**config.mk**
```make
export PLATFORM = sky130hd
export DESIGN_NAME = kse_xlate
export DESIGN_NICKNAME = d
export VERILOG_FILES = /design/src/design/assert_macros.svh /design/src/design/kse_pkg.sv /design/src/design/kse_xlate.sv
export SDC_FILE = /design/constraint.sdc
export NUM_CORES = 1
export LEC_CHECK = 0
export BUFFER_PORTS_ARGS = -buffer_cell sky130_fd_sc_hd__buf_2
export CAP_MARGIN = 5
export CORE_MARGIN = 4
export CORE_UTILIZATION = 43
export DETAILED_ROUTE_END_ITERATION = 12
export PLACE_DENSITY = 0.75
export SYNTH_ARGS = -nofsm -noshare
export SYNTH_HDL_FRONTEND = slang
export SYNTH_SLANG_ARGS = --single-unit
```
**constraint.sdc**
```tcl
create_clock -name clk_i -period 1.8 [get_ports clk_i]
set_input_delay 0 -clock clk_i [delete_from_list [all_inputs] [get_ports clk_i]]
set_output_delay 0 -clock clk_i [all_outputs]
set_load 0.05 [all_outputs]
```
**src/design/assert_macros.svh**
```systemverilog
// ----------------------------------------------------------------------------
// assert_macros.svh
// Assertion shorthands for the scancode event queue.
// ----------------------------------------------------------------------------
`ifndef ASSERT_MACROS_SVH
`define ASSERT_MACROS_SVH

// Check a property on every rising clock edge outside reset.
`define ASSERT_AT(name, prop, msg) \
  name: assert property (@(posedge clk_i) disable iff (!rst_ni) prop) else $error(msg);

// Check that a condition never holds.
`define ASSERT_NEVER(name, expr, msg) \
  `ASSERT_AT(name, !(expr), msg)

`endif

```
**src/design/kse_pkg.sv**
```systemverilog
// ----------------------------------------------------------------------------
// kse_pkg
// Types, constants and the set-1 to US ASCII table of the scancode queue.
// ----------------------------------------------------------------------------
package kse_pkg;

  localparam int RING_DEPTH = 256;
  localparam int RING_AW    = $clog2(RING_DEPTH);
  localparam int CNT_W      = $clog2(RING_DEPTH + 1);
  localparam int CNTR_W     = 32;
  localparam int WAIT_W     = 9;

  localparam logic [6:0] MOD_SHIFT_LEFT  = 7'h2A;
  localparam logic [6:0] MOD_SHIFT_RIGHT = 7'h36;
  localparam logic [6:0] MOD_CTRL_LEFT   = 7'h1D;
  localparam logic [6:0] MOD_ALT_LEFT    = 7'h38;
  localparam logic [6:0] TABLE_LEN       = 7'd59;

  typedef enum logic [1:0] {
    REQ_SCAN  = 2'd0,
    REQ_POP   = 2'd1,
    REQ_CLEAR = 2'd2
  } kse_req_e;

  typedef enum logic [2:0] {
    STS_POPPED   = 3'd0,
    STS_EMPTY    = 3'd1,
    STS_DISABLED = 3'd2,
    STS_ACCEPTED = 3'd3,
    STS_DROPPED  = 3'd4,
    STS_CLEARED  = 3'd5
  } kse_status_e;

  typedef enum logic {
    S_IDLE,
    S_POP
  } kse_state_e;

  typedef struct packed {
    logic [1:0] req_type;
    logic [7:0] scancode;
  } kse_in_t;

  typedef struct packed {
    logic [7:0] scancode;
    logic       pressed;
    logic       shift;
    logic       ctrl;
    logic       alt;
    logic [6:0] ascii;
  } kse_event_t;

  typedef struct packed {
    logic [2:0]        status;
    logic [7:0]        event_scancode;
    logic              event_pressed;
    logic              event_shift;
    logic              event_ctrl;
    logic              event_alt;
    logic [6:0]        event_ascii;
    logic [WAIT_W-1:0] events_waiting;
    logic [CNTR_W-1:0] presses_total;
    logic [CNTR_W-1:0] releases_total;
    logic [CNTR_W-1:0] overflows_total;
    logic [CNTR_W-1:0] invalid_total;
  } kse_out_t;

  // US layout, plain and shifted; keys without a character give zero.
  function automatic logic [6:0] kse_char(input logic [6:0] key, input logic shift);
    logic [6:0] ch;
    ch = 7'h00;
    case (key)
      7'd2:  ch = shift ? 7'h21 : 7'h31;
      7'd3:  ch = shift ? 7'h40 : 7'h32;
      7'd4:  ch = shift ? 7'h23 : 7'h33;
      7'd5:  ch = shift ? 7'h24 : 7'h34;
      7'd6:  ch = shift ? 7'h25 : 7'h35;
      7'd7:  ch = shift ? 7'h5E : 7'h36;
      7'd8:  ch = shift ? 7'h26 : 7'h37;
      7'd9:  ch = shift ? 7'h2A : 7'h38;
      7'd10: ch = shift ? 7'h28 : 7'h39;
      7'd11: ch = shift ? 7'h29 : 7'h30;
      7'd12: ch = shift ? 7'h5F : 7'h2D;
      7'd13: ch = shift ? 7'h2B : 7'h3D;
      7'd14: ch = 7'h08;
      7'd15: ch = 7'h09;
      7'd16: ch = shift ? 7'h51 : 7'h71;
      7'd17: ch = shift ? 7'h57 : 7'h77;
      7'd18: ch = shift ? 7'h45 : 7'h65;
      7'd19: ch = shift ? 7'h52 : 7'h72;
      7'd20: ch = shift ? 7'h54 : 7'h74;
      7'd21: ch = shift ? 7'h59 : 7'h79;
      7'd22: ch = shift ? 7'h55 : 7'h75;
      7'd23: ch = shift ? 7'h49 : 7'h69;
      7'd24: ch = shift ? 7'h4F : 7'h6F;
      7'd25: ch = shift ? 7'h50 : 7'h70;
      7'd26: ch = shift ? 7'h7B : 7'h5B;
      7'd27: ch = shift ? 7'h7D : 7'h5D;
      7'd28: ch = 7'h0A;
      7'd30: ch = shift ? 7'h41 : 7'h61;
      7'd31: ch = shift ? 7'h53 : 7'h73;
      7'd32: ch = shift ? 7'h44 : 7'h64;
      7'd33: ch = shift ? 7'h46 : 7'h66;
      7'd34: ch = shift ? 7'h47 : 7'h67;
      7'd35: ch = shift ? 7'h48 : 7'h68;
      7'd36: ch = shift ? 7'h4A : 7'h6A;
      7'd37: ch = shift ? 7'h4B : 7'h6B;
      7'd38: ch = shift ? 7'h4C : 7'h6C;
      7'd39: ch = shift ? 7'h3A : 7'h3B;
      7'd40: ch = shift ? 7'h22 : 7'h27;
      7'd41: ch = shift ? 7'h7E : 7'h60;
      7'd43: ch = shift ? 7'h7C : 7'h5C;
      7'd44: ch = shift ? 7'h5A : 7'h7A;
      7'd45: ch = shift ? 7'h58 : 7'h78;
      7'd46: ch = shift ? 7'h43 : 7'h63;
      7'd47: ch = shift ? 7'h56 : 7'h76;
      7'd48: ch = shift ? 7'h42 : 7'h62;
      7'd49: ch = shift ? 7'h4E : 7'h6E;
      7'd50: ch = shift ? 7'h4D : 7'h6D;
      7'd51: ch = shift ? 7'h3C : 7'h2C;
      7'd52: ch = shift ? 7'h3E : 7'h2E;
      7'd53: ch = shift ? 7'h3F : 7'h2F;
      7'd55: ch = 7'h2A;
      7'd57: ch = 7'h20;
      default: ch = 7'h00;
    endcase
    return ch;
  endfunction

endpackage

```
**src/design/kse_xlate.sv**
```systemverilog
// ----------------------------------------------------------------------------
// kse_xlate
// Modifier tracking and scancode to ASCII translation.
// ----------------------------------------------------------------------------
module kse_xlate (
  input  logic               clk_i,
  input  logic               rst_ni,
  input  logic               scan_en_i,
  input  logic [7:0]         scancode_i,
  output kse_pkg::kse_event_t event_o,
  output logic               invalid_o
);
  import kse_pkg::*;

  logic       shift_q, shift_d;
  logic       ctrl_q, ctrl_d;
  logic       alt_q, alt_d;
  logic       released;
  logic [6:0] key;

  assign released = scancode_i[7];
  assign key      = scancode_i[6:0];

  always_comb begin
    shift_d = shift_q;
    ctrl_d  = ctrl_q;
    alt_d   = alt_q;
    if (key == MOD_SHIFT_LEFT || key == MOD_SHIFT_RIGHT) begin
      shift_d = !released;
    end else if (key == MOD_CTRL_LEFT) begin
      ctrl_d = !released;
    end else if (key == MOD_ALT_LEFT) begin
      alt_d = !released;
    end
  end

  // Event carries the modifiers as updated by this very scancode.
  always_comb begin
    event_o.scancode = scancode_i;
    event_o.pressed  = !released;
    event_o.shift    = shift_d;
    event_o.ctrl     = ctrl_d;
    event_o.alt      = alt_d;
    event_o.ascii    = kse_char(key, shift_d);
  end

  assign invalid_o = (key >= TABLE_LEN);

  always_ff @(posedge clk_i or negedge rst_ni) begin
    if (!rst_ni) begin
      shift_q <= 1'b0;
      ctrl_q  <= 1'b0;
      alt_q   <= 1'b0;
    end else if (scan_en_i) begin
      shift_q <= shift_d;
      ctrl_q  <= ctrl_d;
      alt_q   <= alt_d;
    end
  end

endmodule

```
## Word level (Yosys, flattened, before mapping)

Cells that the tools add are included.

| storage, ports and cells | value |
|---|---|
| output and inout bits | 20 |
| input port bits | 11 |
| register bits after elaboration | 3 |

| operators by class | value |
|---|---|
| order comparisons | 1 |
| equality and inequality tests | 56 |
| mux-type cells | 54 |
| reduce and logical (&&, ||, !) cells | 2 |

Operator list:

| kind | number |
|---|---|
| 7-bit case mux with 52 select lines | 1 |
| 7-bit by 6-bit equality test with 1-bit output (second input constant) | 26 |
| 6-bit two-way mux | 29 |
| 7-bit by 5-bit equality test with 1-bit output (second input constant) | 16 |
| 5-bit two-way mux | 13 |
| 7-bit by 4-bit equality test with 1-bit output (second input constant) | 8 |
| 7-bit by 3-bit equality test with 1-bit output (second input constant) | 4 |
| 7-bit two-way mux | 3 |
| 7-bit by 2-bit equality test with 1-bit output (second input constant) | 2 |
| 7-bit by 6-bit >= comparator with 1-bit output (second input constant) | 1 |
| 1-bit two-way mux | 7 |
| 3-bit two-way mux | 1 |
| 1-bit logical NOT | 1 |
| 1-bit logical OR | 1 |

## Logic depth before layout (Yosys ltp)

| depth | value |
|---|---|
| word-level depth | 5 |
| depth in mapped cells | 8 |

## Least setup slack after synthesis

Ideal clock, no wire load.

| path | value |
|---|---|
| path kind | in2out |
| from | input scancode_i[2] |
| to | output event_o[0] (netlist name) |
| stages on the path | 7 |
| data arrival time | 2.229 ns |
| required time | 1.800 ns |
| slack | -0.429 ns |
| cell sequence | buf_2 -> nor3b_1 -> o211ai_2 -> mux2i_4 -> inv_2 -> nand2_1 -> o311ai_1 |

RTL lines:

| what | line | source |
|---|---|---|
| start: declaration | kse_xlate.sv:9 | `input logic [7:0] scancode_i,` |
| end: declaration | kse_xlate.sv:10 | `output kse_pkg::kse_event_t event_o,` |

==> out/qor.csv <==
stage,metric,value,unit
outcome,status,"finished, final reports clean",
grt,via count of the first global-routing pass,1750,
synth,register area share after synthesis,5.05,%
synth,post-synthesis compound-gate area fraction,35.0,%
layout,cell area after layout,1790,um^2
synth,Syn Inst Count,220,
die,core box area,3340,um^2
power,P_leak,0.000735,uW
die,number of core rows,21,
die,Starting Density,44.5,%
timing,slew margin rel.,71.1,%
layout,Ant. Diodes,0,
grt,GR Util All Layers,24.9,%
synth,fraction of registers with async set/reset,100,%
run,max-cap viol count,0,
clock_tree,TritonCTS buffer count,3,
worst_setup_path,last element of the critical path,event_o[5],
die,I/O Pins,31,
synth,Adder-Cell Fraction of Synth Area,0,%
grt,gr ovfl total,0,
worst_setup_path,FF-to-FF setup slack,0.71,ns
clock_tree,CTS H-tree depth,1,
worst_setup_path,worst r2r path cells,4,
timing,final setup vio count,0,
worst_setup_path,CP Launch Point,scancode_i[5],
synth,combinational family with the most area after synthesis,simple AND/OR/NAND/NOR gates,
place,input/output buffers,30,
timing,fmax,0.599,GHz
route,antenna-violating nets left,0,
clock_tree,CTS tree,done,
route,drt wl/cell,17.7,um
timing,skew final,0,ns
layout,sequential cell area,76.3,um^2
layout,fin nets,256,
timing,fin crit period,1.67,ns
synth,ys flop type,dfrtp_1,
synth,Synth Cell Area,1490,um^2
route,number of DRC markers in iteration 0,361,
synth,Mean Syn Cell Area,6.76,um^2
layout,Multi-input gate area,1210,um^2
synth,number of synthesized flops with an enable pin,0,
route,Pre-Repair DR Iteration Count,5,
timing,Least-Margin Pin Slew,0.430,ns
timing,Tcrit/Tclk final,92.8,%
timing,fin. max-slew vios,0,
synth,proportion of synthesized area in mux cells,6.65,%
grt,initial antenna violation count,0,
synth,XOR/XNOR Fraction of Synth Area,1.77,%
clock_tree,worst skew pair latency,0.23,ns
route,# DRC,0,
worst_setup_path,crit start category,primary input,
power,Pwr Total,843,uW
clock_tree,clk buf depth,2,
layout,fill count,334,
place,pre-CTS setup slack,0.0802,ns
layout,"Area growth, synth to finish",20.1,%
die,die area,4460,um^2
worst_setup_path,worst reg2reg path endpoint,shift_q,
place,placed cell areas,1710,um^2
min_path,hold crit path type,in -> reg,
die,Die Y,66.8,um
layout,layout cells sized above 1,32.0,%
worst_setup_path,worst path arrival time,1.67,ns
worst_setup_path,CP max FO,11,
route,DR vias,1881,
die,die width,66.8,um
power,Worst VDD drop,0.000431,V
timing,final setup margin,0.129,ns
synth,Synth cell types,58,
worst_setup_path,Required @ worst endpoint,1.80,ns
worst_setup_path,critical path class,in -> out,
grt,largest net degree at the start of global routing,36,
clock_tree,clock sink count,3,
route,post-DR vias/cell,6.49,
place,post-DP HPWL,3.89,mm
synth,Syn. warnings,0,
route,final WL,5.13,mm
clock_tree,Post-CTS Setup Inserts,0,
worst_setup_path,CP Capture Type,output port,
synth,post-synthesis simple-gate area fraction,35.9,%
timing,Final Hold Fails,0,
timing,worst hold slack,0.0450,ns
worst_setup_path,reg2reg start,shift_q,
power,Pwr Density,472,nW/um^2
synth,synthesized flop and latch total,3,
place,routability cong.,1.04,
synth,Post-Syn Nets,231,
clock_tree,clock root cell,clkbuf_4,
clock_tree,Worst-path clk slew,0.03,ns
grt,global-route wire length before repair,8.74,mm
stage by stage:
stage	utilization (%)	TNS [ns]	std cells
global placement	51.3	0	285
floorplan	-	-0.583	220
finish	53.5	0	290
detailed placement	51.3	0	285
global route	53.5	-0.0112	290
CTS	52.4	0	290
registers in the layout (all words and copies together) (netlist names):
| signal | flops |
|---|---|
| ctrl_q | 1 |
| alt_q | 1 |
| shift_q | 1 |
power by group:
| group | internal [uW] | switching (uW) | total (uW) |
|---|---|---|---|
| Combinational | 207 | 424 | 631 |
| Sequential | 85.4 | 12.2 | 97.6 |
| Clock | 82.9 | 31.9 | 115 |
cells in the mapped netlist (all sizes together) (2+ instances only):
library cell	count	share of area, %
nand2	21	5.3
nand2b	4	1.7
xnor2	3	1.8
o32ai	3	1.8
nor2b	8	3.5
a221oi	3	1.8
o31ai	4	2.4
nor3	6	2.4
o21ai	14	4.7
o22ai	2	0.84
a211oi	7	3.5
and3	2	0.84
nor4	5	2.1
a2bb2oi	2	1.2
and4b	2	1.3
mux2	5	3.8
nor2	11	2.8
o2111ai	5	3.4
nand4	3	1.3
and2	2	0.84
a32oi	2	1.2
nor4b	3	2.2
o221ai	2	1.2
o311ai	2	1.2
o21a	3	1.5
nor3b	5	2.5
nand4b	2	1.2
o211ai	3	1.9
a21oi	4	1.3
dfrtp	3	5.1
clkbuf	5	1.3
mux2i	3	2.9
and3b	6	3.5
a31oi	3	1.3
nand3	8	2.7
a22oi	6	3.0
inv	9	2.3
buf	30	12
final cells by class:
cell class	instances	share of cell area [%]
multi-input combinational	172	67.7
timing repair buffer	55	21.2
sequential	3	4.27
tap	46	3.22
inverter	10	2.10
clock buffer	4	1.47
cell usage in the layout (no fill, tap or decap), types with 4 or more instances in the layout:
master	count
buf_2	26
buf_4	22
nand2_1	21
o21ai_0	12
nor2_1	11
inv_1	8
nand3_1	8
nor2b_1	7
and3b_1	6
a211oi_1	6
clkbuf_4	6
nor3b_1	5
nor3_1	5
a22oi_1	5
mux2_2	5
nand2b_1	4
nor4_1	4
a21oi_1	4
how the worst min path moves through the flow:
stage,depth (start not counted),from,slack (ns),end
4_1_cts,2,scan_en_i,0.03,shift_q
3_3_place_gp,1,rst_ni,-0.20,alt_q
5_1_grt,2,scan_en_i,0.05,shift_q
3_5_place_dp,1,rst_ni,-0.20,alt_q
6_report,2,scan_en_i,0.04,shift_q
2_1_floorplan,0,rst_ni,-0.30,alt_q
worst max-delay path: stages:
cell and delay, ns:
buf_2 0.16, or3_1 0.38, or4_4 0.50, o31ai_2 0.09
nor3_2 0.09, o2111ai_2 0.16, buf_2 0.28
kinds of logic after synthesis:
family | Yosys count
simple gates | 91
xor+xnor | 3
flops | 3
mux | 8
buf+inv | 45
compound gates | 70
repair_timing:
item                                    in CTS  in global routing
endpoints found under the setup margin       0                  6
hold buffers                                 1                  0
gates resized for setup                      0                 12
endpoints found under the hold margin        3                  0
layer usage:
metal | global-route usage [%] | wire length [um]
met3 | 3.88 | 582
met4 | 9.39 | 129
met5 | 0 | 0
met1 | 34.3 | 2110
met2 | 38.7 | 2310
Note: power is estimated with default switching activity, not from simulation.
